===== config.mk =====
export PLATFORM = sky130hd
export DESIGN_NAME = frame_pacing_timer_unit
export DESIGN_NICKNAME = d
export VERILOG_FILES = /design/src/rtl/core/fpt_pkg.sv /design/src/rtl/core/fpt_datapath.sv /design/src/rtl/core/fpt_ctrl.sv /design/src/rtl/core/frame_pacing_timer_unit.sv
export SDC_FILE = /design/constraint.sdc
export NUM_CORES = 1
export LEC_CHECK = 0
export BUFFER_PORTS_ARGS = -buffer_cell sky130_fd_sc_hd__buf_2
export CORE_MARGIN = 2
export CORE_UTILIZATION = 35
export DETAILED_ROUTE_END_ITERATION = 10
export HOLD_SLACK_MARGIN = 0.08
export SLEW_MARGIN = 20
export SYNTH_ARGS = -nofsm -noshare
export SYNTH_HDL_FRONTEND = slang
export SYNTH_SLANG_ARGS = --single-unit

===== constraint.sdc =====
create_clock -name clock -period 7.25 [get_ports clock]
set_clock_uncertainty 0.1 [all_clocks]
set_input_delay 1.8125 -clock clock [delete_from_list [all_inputs] [get_ports clock]]
set_output_delay 1.8125 -clock clock [all_outputs]
set_load 0.02 [all_outputs]

===== src/rtl/core/fpt_pkg.sv =====
// ============================================================================
// fpt_pkg - shared types and constants of the frame pacing timer
// Field widths, pacing constants and the command and status groups that
// pass between the controller and the datapath.
// ============================================================================
package fpt_pkg;

   localparam int TIME_W  = 32;
   localparam int FPS_W   = 10;
   localparam int COUNT_W = 16;
   localparam int RATE_W  = 24;

   // The rate numerator is frame_count * 1000 * 256, which needs 34 bits.
   localparam int NUM_W     = 34;
   localparam int DIV_CNT_W = 6;
   localparam int FRAC_W    = 8;

   localparam logic [TIME_W-1:0]    ONE_SECOND = 32'd1000;
   localparam logic [FPS_W-1:0]     FPS_RESET  = 10'd30;
   localparam logic [COUNT_W-1:0]   COUNT_MAX  = 16'hFFFF;
   localparam logic [RATE_W-1:0]    RATE_MAX   = 24'hFFFFFF;
   localparam logic [DIV_CNT_W-1:0] DIV_LAST   = 6'(NUM_W - 1);

   // Commands from the controller to the datapath.
   typedef struct packed {
      logic capture;    // latch the new time sample
      logic mul;        // register the scaled time since the last frame
      logic eval;       // pacing decision and frame bookkeeping
      logic num_load;   // form the rate numerator and start the divider
      logic div_step;   // one quotient bit of the rate division
      logic commit;     // store the rate and restart the window
      logic rsp_load;   // move the finished result into the output register
   } fpt_cmd_type;

   // Status from the datapath to the controller.
   typedef struct packed {
      logic due;        // pacing sum reached one second
      logic win_done;   // measurement window has run for one second
      logic div_last;   // final division step is under way
   } fpt_sts_type;

endpackage


===== src/rtl/core/fpt_datapath.sv =====
// ============================================================================
// fpt_datapath - pacing arithmetic, state registers and rate divider
// Holds the timing state, forms the pacing sum, and runs a restoring
// divider one quotient bit per cycle for the measured rate.
// ============================================================================
module fpt_datapath (
   input  logic                          clock,
   input  logic                          reset,
   input  logic                          csr_we,
   input  logic [fpt_pkg::FPS_W-1:0]     csr_wdata,
   input  logic [fpt_pkg::TIME_W-1:0]    now_ms,
   input  fpt_pkg::fpt_cmd_type          cmd,
   output fpt_pkg::fpt_sts_type          sts,
   output logic                          rsp_frame_due,
   output logic                          rsp_rate_updated,
   output logic [fpt_pkg::RATE_W-1:0]    rsp_measured_rate
);

   logic [fpt_pkg::FPS_W-1:0]     fps_ff;
   logic [fpt_pkg::TIME_W-1:0]    now_ff;
   logic [fpt_pkg::TIME_W-1:0]    prod_ff, prod_in;
   logic [fpt_pkg::TIME_W-1:0]    last_frame_ff;
   logic [fpt_pkg::TIME_W-1:0]    carried_err_ff, carried_err_in;
   logic [fpt_pkg::TIME_W-1:0]    window_start_ff;
   logic [fpt_pkg::COUNT_W-1:0]   frame_count_ff, frame_count_in;
   logic [fpt_pkg::RATE_W-1:0]    rate_ff, rate_in;
   logic [fpt_pkg::TIME_W-1:0]    elapsed_ff;
   logic [fpt_pkg::TIME_W-1:0]    rem_ff, rem_in;
   logic [fpt_pkg::NUM_W-1:0]     quot_ff, quot_in;
   logic [fpt_pkg::DIV_CNT_W-1:0] div_cnt_ff;
   logic                          due_ff, upd_ff;
   logic                          rsp_due_ff, rsp_upd_ff;
   logic [fpt_pkg::RATE_W-1:0]    rsp_rate_ff;

   logic [fpt_pkg::TIME_W-1:0]             since;
   logic [fpt_pkg::TIME_W+fpt_pkg::FPS_W-1:0] prod_full;
   logic [fpt_pkg::TIME_W-1:0]             diff, excess, elapsed;
   logic [fpt_pkg::NUM_W-fpt_pkg::FRAC_W-1:0] num_int;
   logic [fpt_pkg::TIME_W:0]               trial, trial_sub;

   // Pacing arithmetic, all modulo 2^32.
   always_comb begin
      since     = now_ff - last_frame_ff;
      prod_full = (fpt_pkg::TIME_W+fpt_pkg::FPS_W)'(since)
                  * (fpt_pkg::TIME_W+fpt_pkg::FPS_W)'(fps_ff);
      prod_in   = prod_full[fpt_pkg::TIME_W-1:0];
      diff      = prod_ff + carried_err_ff;
      excess    = diff - fpt_pkg::ONE_SECOND;
      elapsed   = now_ff - window_start_ff;
      carried_err_in = (excess < fpt_pkg::ONE_SECOND) ? excess : fpt_pkg::ONE_SECOND;
      frame_count_in = (frame_count_ff != fpt_pkg::COUNT_MAX) ?
                       frame_count_ff + 1'b1 : frame_count_ff;
   end

   assign sts.due      = (diff >= fpt_pkg::ONE_SECOND);
   assign sts.win_done = (elapsed >= fpt_pkg::ONE_SECOND);
   assign sts.div_last = (div_cnt_ff == '0);

   // Restoring division step: shift in the next numerator bit, subtract
   // the window length when it fits.
   always_comb begin
      num_int   = (fpt_pkg::NUM_W-fpt_pkg::FRAC_W)'(frame_count_ff)
                  * (fpt_pkg::NUM_W-fpt_pkg::FRAC_W)'(fpt_pkg::ONE_SECOND);
      trial     = {rem_ff, quot_ff[fpt_pkg::NUM_W-1]};
      trial_sub = trial - {1'b0, elapsed_ff};
      if (!trial_sub[fpt_pkg::TIME_W]) begin
         rem_in  = trial_sub[fpt_pkg::TIME_W-1:0];
         quot_in = {quot_ff[fpt_pkg::NUM_W-2:0], 1'b1};
      end else begin
         rem_in  = trial[fpt_pkg::TIME_W-1:0];
         quot_in = {quot_ff[fpt_pkg::NUM_W-2:0], 1'b0};
      end
      rate_in = (quot_ff[fpt_pkg::NUM_W-1:fpt_pkg::RATE_W] != '0) ?
                fpt_pkg::RATE_MAX : quot_ff[fpt_pkg::RATE_W-1:0];
   end

   always_ff @(posedge clock) begin
      if (reset) begin
         fps_ff          <= fpt_pkg::FPS_RESET;
         last_frame_ff   <= '0;
         carried_err_ff  <= '0;
         window_start_ff <= '0;
         frame_count_ff  <= '0;
         rate_ff         <= '0;
         div_cnt_ff      <= '0;
      end else begin
         if (csr_we) begin
            fps_ff <= csr_wdata;
         end
         if (cmd.eval && sts.due) begin
            carried_err_ff <= carried_err_in;
            last_frame_ff  <= now_ff;
            frame_count_ff <= frame_count_in;
         end
         if (cmd.num_load) begin
            div_cnt_ff <= fpt_pkg::DIV_LAST;
         end else if (cmd.div_step && !sts.div_last) begin
            div_cnt_ff <= div_cnt_ff - 1'b1;
         end
         if (cmd.commit) begin
            rate_ff         <= rate_in;
            frame_count_ff  <= '0;
            window_start_ff <= now_ff;
         end
      end
   end

   // Payload registers need no reset.
   always_ff @(posedge clock) begin
      if (cmd.capture) begin
         now_ff <= now_ms;
      end
      if (cmd.mul) begin
         prod_ff <= prod_in;
      end
      if (cmd.eval) begin
         due_ff     <= sts.due;
         upd_ff     <= sts.due && sts.win_done;
         elapsed_ff <= elapsed;
      end
      if (cmd.num_load) begin
         quot_ff <= {num_int, {fpt_pkg::FRAC_W{1'b0}}};
         rem_ff  <= '0;
      end else if (cmd.div_step) begin
         quot_ff <= quot_in;
         rem_ff  <= rem_in;
      end
      if (cmd.rsp_load) begin
         rsp_due_ff  <= due_ff;
         rsp_upd_ff  <= upd_ff;
         rsp_rate_ff <= rate_ff;
      end
   end

   assign rsp_frame_due     = rsp_due_ff;
   assign rsp_rate_updated  = rsp_upd_ff;
   assign rsp_measured_rate = rsp_rate_ff;

endmodule


===== src/rtl/core/fpt_ctrl.sv =====
// ============================================================================
// fpt_ctrl - sequencing state machine of the frame pacing timer
// Steps one sample through multiply, decision, optional rate division and
// hand-off to the output register.
// ============================================================================
module fpt_ctrl (
   input  logic                 clock,
   input  logic                 reset,
   input  logic                 req_tvalid,
   output logic                 req_tready,
   output logic                 rsp_tvalid,
   input  logic                 rsp_tready,
   input  fpt_pkg::fpt_sts_type sts,
   output fpt_pkg::fpt_cmd_type cmd
);

   typedef enum logic [2:0] {
      ST_IDLE,
      ST_MUL,
      ST_EVAL,
      ST_NUM,
      ST_DIV,
      ST_COMMIT,
      ST_SEND
   } state_type;

   state_type state_ff, state_in;
   logic      rsp_valid_ff, rsp_valid_in;
   logic      out_free;

   assign req_tready = (state_ff == ST_IDLE);
   assign rsp_tvalid = rsp_valid_ff;
   assign out_free   = !rsp_valid_ff || rsp_tready;

   always_comb begin
      cmd          = '0;
      state_in     = state_ff;
      rsp_valid_in = rsp_valid_ff && !rsp_tready;
      unique case (state_ff)
         ST_IDLE: begin
            if (req_tvalid) begin
               cmd.capture = 1'b1;
               state_in    = ST_MUL;
            end
         end
         ST_MUL: begin
            cmd.mul  = 1'b1;
            state_in = ST_EVAL;
         end
         ST_EVAL: begin
            cmd.eval = 1'b1;
            state_in = (sts.due && sts.win_done) ? ST_NUM : ST_SEND;
         end
         ST_NUM: begin
            cmd.num_load = 1'b1;
            state_in     = ST_DIV;
         end
         ST_DIV: begin
            cmd.div_step = 1'b1;
            if (sts.div_last) begin
               state_in = ST_COMMIT;
            end
         end
         ST_COMMIT: begin
            cmd.commit = 1'b1;
            state_in   = ST_SEND;
         end
         ST_SEND: begin
            if (out_free) begin
               cmd.rsp_load = 1'b1;
               rsp_valid_in = 1'b1;
               state_in     = ST_IDLE;
            end
         end
         default: begin
            state_in = ST_IDLE;
         end
      endcase
   end

   always_ff @(posedge clock) begin
      if (reset) begin
         state_ff     <= ST_IDLE;
         rsp_valid_ff <= 1'b0;
      end else begin
         state_ff     <= state_in;
         rsp_valid_ff <= rsp_valid_in;
      end
   end

   a_accept_starts_mul: assert property (@(posedge clock) disable iff (reset)
      req_tvalid && req_tready |=> state_ff == ST_MUL)
      else $error("accepted sample did not start the multiply step");

   a_no_overwrite: assert property (@(posedge clock) disable iff (reset)
      cmd.rsp_load |-> (!rsp_valid_ff || rsp_tready))
      else $error("result register loaded while a beat was still pending");

   a_div_ends: assert property (@(posedge clock) disable iff (reset)
      state_ff == ST_DIV && sts.div_last |=> state_ff == ST_COMMIT)
      else $error("divider finished but the rate was not committed");

   a_no_frame_skips_div: assert property (@(posedge clock) disable iff (reset)
      state_ff == ST_EVAL && !sts.due |=> state_ff == ST_SEND)
      else $error("sample without a frame entered the rate division");

endmodule


===== src/rtl/core/frame_pacing_timer_unit.sv =====
// ============================================================================
// frame_pacing_timer_unit - frame rate limiter with error accumulation
// Every millisecond time beat on the request stream yields one response
// beat telling whether a frame is due and carrying the measured rate.
// ============================================================================
// Usage:
//   The request stream carries one beat per time sample: req_tdata holds
//   now_ms. For each request beat exactly one response beat follows, in
//   order. rsp_tdata holds frame_due in bit 0 and measured_rate (unsigned
//   16.8 frames per second) in bits 24:1; rsp_tuser is high when that rate
//   was recomputed on this sample.
//   target_fps is written through csr_we / csr_wdata while no sample is in
//   flight; it resets to 30.
//   A sample that releases no rate update goes from acceptance through the
//   multiply and decision steps to a response beat. A sample that closes a
//   one-second measurement window also runs the rate division, which the
//   restoring divider resolves one quotient bit per cycle over 34 bits.
//   One sample is worked on at a time.
//   The finished response sits in an output register: a new request beat is
//   accepted while it waits, and only the hand-off of the next result
//   waits for rsp_tready.
//   Synchronous reset clears all timing state, the frame count and the
//   measured rate to zero and drops the response stream's valid state.
// ============================================================================
module frame_pacing_timer_unit (
   input  logic        clock,
   input  logic        reset,
   // Request stream.
   input  logic        req_tvalid,
   output logic        req_tready,
   input  logic [31:0] req_tdata,   // [31:0] now_ms
   // Response stream.
   output logic        rsp_tvalid,
   input  logic        rsp_tready,
   output logic [31:0] rsp_tdata,   // [0] frame_due, [24:1] measured_rate, [31:25] zero
   output logic        rsp_tuser,   // [0] rate_updated
   // Configuration register.
   input  logic        csr_we,
   input  logic [9:0]  csr_wdata    // [9:0] target_fps
);

   fpt_pkg::fpt_cmd_type             cmd;
   fpt_pkg::fpt_sts_type             sts;
   logic                             frame_due;
   logic [fpt_pkg::RATE_W-1:0]       measured_rate;

   // The controller sequences each sample and owns both handshakes.
   fpt_ctrl u_ctrl (
      .clock      (clock),
      .reset      (reset),
      .req_tvalid (req_tvalid),
      .req_tready (req_tready),
      .rsp_tvalid (rsp_tvalid),
      .rsp_tready (rsp_tready),
      .sts        (sts),
      .cmd        (cmd)
   );

   // The datapath holds the pacing state, the divider and the result.
   fpt_datapath u_datapath (
      .clock             (clock),
      .reset             (reset),
      .csr_we            (csr_we),
      .csr_wdata         (csr_wdata),
      .now_ms            (req_tdata),
      .cmd               (cmd),
      .sts               (sts),
      .rsp_frame_due     (frame_due),
      .rsp_rate_updated  (rsp_tuser),
      .rsp_measured_rate (measured_rate)
   );

   // Pack the response fields, lowest field first, zero padded to 32 bits.
   assign rsp_tdata = {7'b0, measured_rate, frame_due};

endmodule


Word-level counts from Yosys, hierarchy flattened. Index checks and enable logic that the tools add are counted.

Order comparisons: 3. Multiply operators: 2. Equality and inequality tests: 10. Reductions and logical operators: 17. Muxes and demuxes: 24. Add/subtract/negate cells: 7.

Operators by type and width (count): 2-to-1 mux 34 bit (2); greater-or-equal comparator 32 x 10 -> 1 bit, second input constant (2); 2-to-1 mux 32 bit (2); subtractor 32 bit (2); subtractor 33 x 32 -> 33 bit (1); adder 32 bit (1); less-than comparator 32 x 10 -> 1 bit, second input constant (1); multiplier 32 x 10 -> 32 bit (1); subtractor 32 x 10 -> 32 bit, second input constant (1); 2-to-1 mux 24 bit (1); multiplier 16 x 7 -> 23 bit, second input constant (1); one-hot mux 3 bit (7 select lines) (1); adder 16 x 1 -> 16 bit, second input constant (1); != test 16 bit, second input constant (1); 2-to-1 mux 1 bit (12); 2-to-1 mux 3 bit (4); 2-to-1 mux 6 bit (2); nonzero test 10 bit (1); == test 3 bit, second input constant (3); == test 3 x 2 -> 1 bit, second input constant (2); logical NOT 6 bit (1); subtractor 6 x 1 -> 6 bit, second input constant (1); logical AND 1 bit (4); != test 2 x 1 -> 1 bit, second input constant (2); 9 further kinds (13).

Bits of input ports: 47. Word-level logic and storage cells: 84. Register bits: 346. Output and inout bits: 35.

Longest topological paths before layout.
Depth after elaboration: 5. Gate-level depth with buffers: 37. Depth with buffers taken out: 36.

Cells and area by module. From an unflattened synthesis, not the netlist that was laid out.

Cells, all modules: 3056. Area, all modules: 29429.5 sq um.

Modules (own cells, without submodules): fpt_datapath (cells an instance 3016, area each 29096.7 sq um, instances 1, sequential area each 8318.0 sq um); fpt_ctrl (cells an instance 31, area each 269.0 sq um, instances 1, sequential area each 80.1 sq um); frame_pacing_timer_unit (cells an instance 9, area each 63.8 sq um, instances 1, sequential area each 0.0 sq um).

Worst setup path after synthesis. No wires, ideal clock.

Path kind: register -> register. From: register u_datapath.now_ff[1] in the netlist's numbering. To: register u_datapath.prod_ff[31] in the netlist's numbering, data pin. Path buffers: 1. Stages on the path, launching flop included: 35. Library setup time: 259 ps. Data arrival time: 7339 ps. Setup slack: -448 ps. Cell sequence: edfxtp_1 -> ha_1 -> nor2b_1 -> o2111a_1 -> nor3_1 -> o21ai_0 -> a21o_1 -> a21o_1 -> a21oi_1 -> o21ai_0 -> xor2_1 -> nand2_1 -> fa_1 -> inv_1 -> fa_1 -> fa_1 -> fa_1 -> inv_1 -> fa_1 -> inv_1 -> ha_1 -> clkbuf_1 -> a21o_1 -> a21oi_1 -> nor2_1 -> a21oi_1 -> o211ai_1 -> a31oi_1 -> nor2b_1 -> o21a_1 -> o21ai_0 -> nand2b_1 -> a21oi_1 -> o21ai_0 -> xnor2_1.

Cells in the longest elaborated chain, start to end: 2.

Ends and longest elaborated chain: from (decl) (RTL line fpt_datapath.sv:20) `logic [fpt_pkg::TIME_W-1:0] now_ff;`; from (signal assigned) (RTL line fpt_datapath.sv:111) `now_ff <= now_ms;`; subtractor 32 bit (RTL line fpt_datapath.sv:43) `since = now_ff - last_frame_ff;`; multiplier 32 x 10 -> 32 bit (RTL line fpt_datapath.sv:45) `* (fpt_pkg::TIME_W+fpt_pkg::FPS_W)'(fps_ff);`; named net u_datapath.prod_full, one bit (RTL line fpt_datapath.sv:36) `logic [fpt_pkg::TIME_W+fpt_pkg::FPS_W-1:0] prod_full;`; to (signal assigned) (RTL line fpt_datapath.sv:114) `prod_ff <= prod_in;`; to (decl) (RTL line fpt_datapath.sv:21) `logic [fpt_pkg::TIME_W-1:0] prod_ff, prod_in;`.

The timed path passes the listed nets, and every way through them passes these cells. A chain may end at the register's enable or synchronous reset.

Worst setup path in the final report.
From: register u_datapath.now_ff[0] in the netlist's numbering. To: register u_datapath.prod_ff[30] in the netlist's numbering, data pin.

Same word-level chain as after synthesis.

==> qor.yml <==
path_class: "reg -> reg"
relSlewSlack: 0.3195
rsz0062_at_grt: "yes"
postSynthAreaPerCell_sq_um: 9.348
final_cell_mix: "inv_1 (351), nand2_1 (302), fa_1 (252), buf_4 (227), ha_1 (220)"
max_stage_delay_ns: 0.55
finalWirelength_mm: 75.48
synth.largest_area_cell: "fa_1"
synth_cell_type_count: 88
die_height_um: 294.0
status: "complete, but fails checks"
fin_crit_ns: 7.651
grt_pass1_wl_mm: 123.0
fillerInstances: 8156
r2r_slack_ns: -0.40
tightest_slew_ns: 1.014
critPathSlowestCell: "fa_1"
synthArstFlopShare: 0
netlist_instances: 3149
yosys-top-cells-area: "fa_1 (17%), edfxtp_1 (15%), dfxtp_1 (14%), ha_1 (9.7%), inv_1 (4.6%)"
hp-start: "u_datapath.rate_ff[5]"
drt_first_pass_iters: 5
slew_violations: 0
die_x_um: 294.0
rows: 106
track_usage: 0.1765
io_buffers: 74
hold_buffers: 0
synth_area_sq_um: 29440
hold_end: "u_datapath.rsp_measured_rate[5]"
pin_count: 82
dp_slack_ns: -0.7077
multi_input_area_sq_um: 19890
finalCritPeriodShare: 1.055
cts.clk_slew.worst_paths_ns: 0.06
critPathRequiredTime_ns: 7.46
ys_ff_latch: 346
maxCapViolations: 0
h-tree-depth: 2
hold_path_class: "reg -> reg"
ys_seq_area_frac: 0.2853
remaining_drc_errors: 0
clkSinkCount: 346
cp-end-kind: "flop"
dieArea_sq_um: 86440
post-route-cell-area_sq_um: 34660
start_util: 0.3529
fmax_mhz: 130.7
root_buffer: "clkbuf_16"
place_area_sq_um: 32480
hold_viol: 0
register_area_sq_um: 8399
startpoint_type: "flop"
cts_tree: "built"
grt-ovfl-total: 0
drtIter0Drc: 1345
core_region_area_sq_um: 83420
reg2regPathDepth: 35
hold_path_depth: 0
synth_flop_cell: "dfxtp_1"
drtAntennaViolNets: 0
area_delta_synth_final_pct: 17.73
clk_latency_ns: 0.59
synth_edf_count: 147
timing.rr.end: "u_datapath.prod_ff[30]"
arrival_ns: 7.86
antenna_found_initial: 4
fin_ws_ns: -0.4007
cp_common_cell: "fa_1"
globalplace.congestion: 0.8616
grt_pass1_vias: 22910
rr_startpoint: "u_datapath.now_ff[0]"
grt_max_degree: 58
numCtsBuffers: 41
avgViaCountPerCell: 5.054
routedWlPerCell_um: 16.69
violations: "setup timing"
layout_commonest_cell: "inv_1"
cp_max_fo: 5
fin_nets: 3940
yosys_warnings: 0
final-setup-viol-count: 6
place_hpwl_mm: 58.26
synth_top_area_frac: 0.1741
drive_above_1_share: 0.1566
clockBufferDepth: 3
vias: 22860
per-stage QoR:
stage	utilization	cells	TNS (ns)	hold WS, ns
2_1_floorplan	-	3155	-0.03542	0.3003
3_3_place_gp	0.3894	4406	-2.593	0.3199
3_5_place_dp	0.3894	4406	-3.985	0.3168
4_1_cts	0.4119	4510	-1.978	0.3383
5_1_grt	0.4154	4523	-5.172	0.3506
6_report	0.4154	4523	-1.856	0.3353
worst max-delay path, delay by kind of cell (launching register included):
family / cells / cell delay (ns)
compound gates: 10 / 1.70
fa+ha+maj: 8 / 3.30
flops: 1 / 0.37
simple gates: 7 / 0.73
xor+xnor: 1 / 0.22
buf+inv: 9 / 0.97
area by class of cell:
| class | instances | share of cell area |
|---|---|---|
| clock buffers | 55 | 0.03322 |
| repair buffers | 317 | 0.06600 |
| well taps | 1080 | 0.03899 |
| inverters | 358 | 0.03878 |
| multi-input cells | 2345 | 0.5740 |
| clock inverters | 21 | 0.006535 |
| diodes | 1 | 0.00007221 |
| flip-flops and latches | 346 | 0.2424 |
Yosys cell counts, types with 13 or more instances:
master	number
nand3_1	40
nor2_1	198
ha_1	228
or3_1	18
dfxtp_1	199
a31oi_1	17
nand4_1	22
nand2_1	305
nor3_1	58
and2_1	165
a21o_1	57
xor2_1	54
inv_1	358
nor2b_1	48
o21ai_0	123
a22o_1	16
nor4_1	13
fa_1	256
clkbuf_1	85
o211ai_1	16
o21a_1	31
xnor2_1	122
nand2b_1	36
a211oi_1	21
o221a_2	26
edfxtp_1	147
o21bai_1	22
mux2i_1	40
a21oi_1	194
and3_1	17
registers in the layout (all words and copies together), names as in the netlist:
name and count:
u_datapath.rsp_frame_due 1, u_datapath.elapsed_ff 32, u_datapath.rsp_rate_updated 1, u_datapath.last_frame_ff 32, u_datapath.div_cnt_ff 6, u_datapath.upd_ff 1
u_datapath.due_ff 1, u_datapath.now_ff 32, u_datapath.quot_ff 34, u_datapath.fps_ff 10, u_ctrl.rsp_tvalid 1, u_datapath.rem_ff 32
u_datapath.carried_err_ff 32, u_datapath.rsp_measured_rate 24, u_datapath.prod_ff 32, u_datapath.rate_ff 24, u_ctrl.state_ff 3, u_datapath.frame_count_ff 16
u_datapath.window_start_ff 32
cell families after synthesis:
| logic type | synth area share |
|---|---|
| other cells | 0.0001274 |
| flops | 0.2853 |
| simple gates | 0.1635 |
| mux | 0.01475 |
| fa+ha+maj | 0.2710 |
| xor+xnor | 0.05313 |
| buf+inv | 0.06044 |
| compound gates | 0.1517 |
how the worst max path moves through the flow:
stage | startpoint | to | cells after the start
2_1_floorplan | u_datapath.now_ff[1] | u_datapath.prod_ff[30] | 32
3_3_place_gp | u_datapath.now_ff[0] | u_datapath.prod_ff[30] | 30
3_5_place_dp | u_datapath.now_ff[0] | u_datapath.prod_ff[31] | 33
4_1_cts | u_datapath.now_ff[0] | u_datapath.prod_ff[30] | 39
5_1_grt | u_datapath.now_ff[0] | u_datapath.prod_ff[30] | 38
6_report | u_datapath.now_ff[0] | u_datapath.prod_ff[30] | 35
routing by layer:
layer  global-route usage  vias to the layer above  share of wire
met1               0.2489                    11100           0.48
li1                     -                    11260              -
met2               0.2840                      422           0.46
met3              0.02787                       78          0.048
met4              0.03957                        0          0.016
met5                    0                        -              0
what timing repair did:
item                                    CTS  global route
resized for setup                        65            43
endpoints found under the hold margin     0             0
endpoints found under the setup margin   13            16
pin swaps                                68            78
setup buffers                            29            17
Power is left out: the tool's default activity adds up to more than one toggle a clock period on the data nets, which glitch-free logic cannot reach.
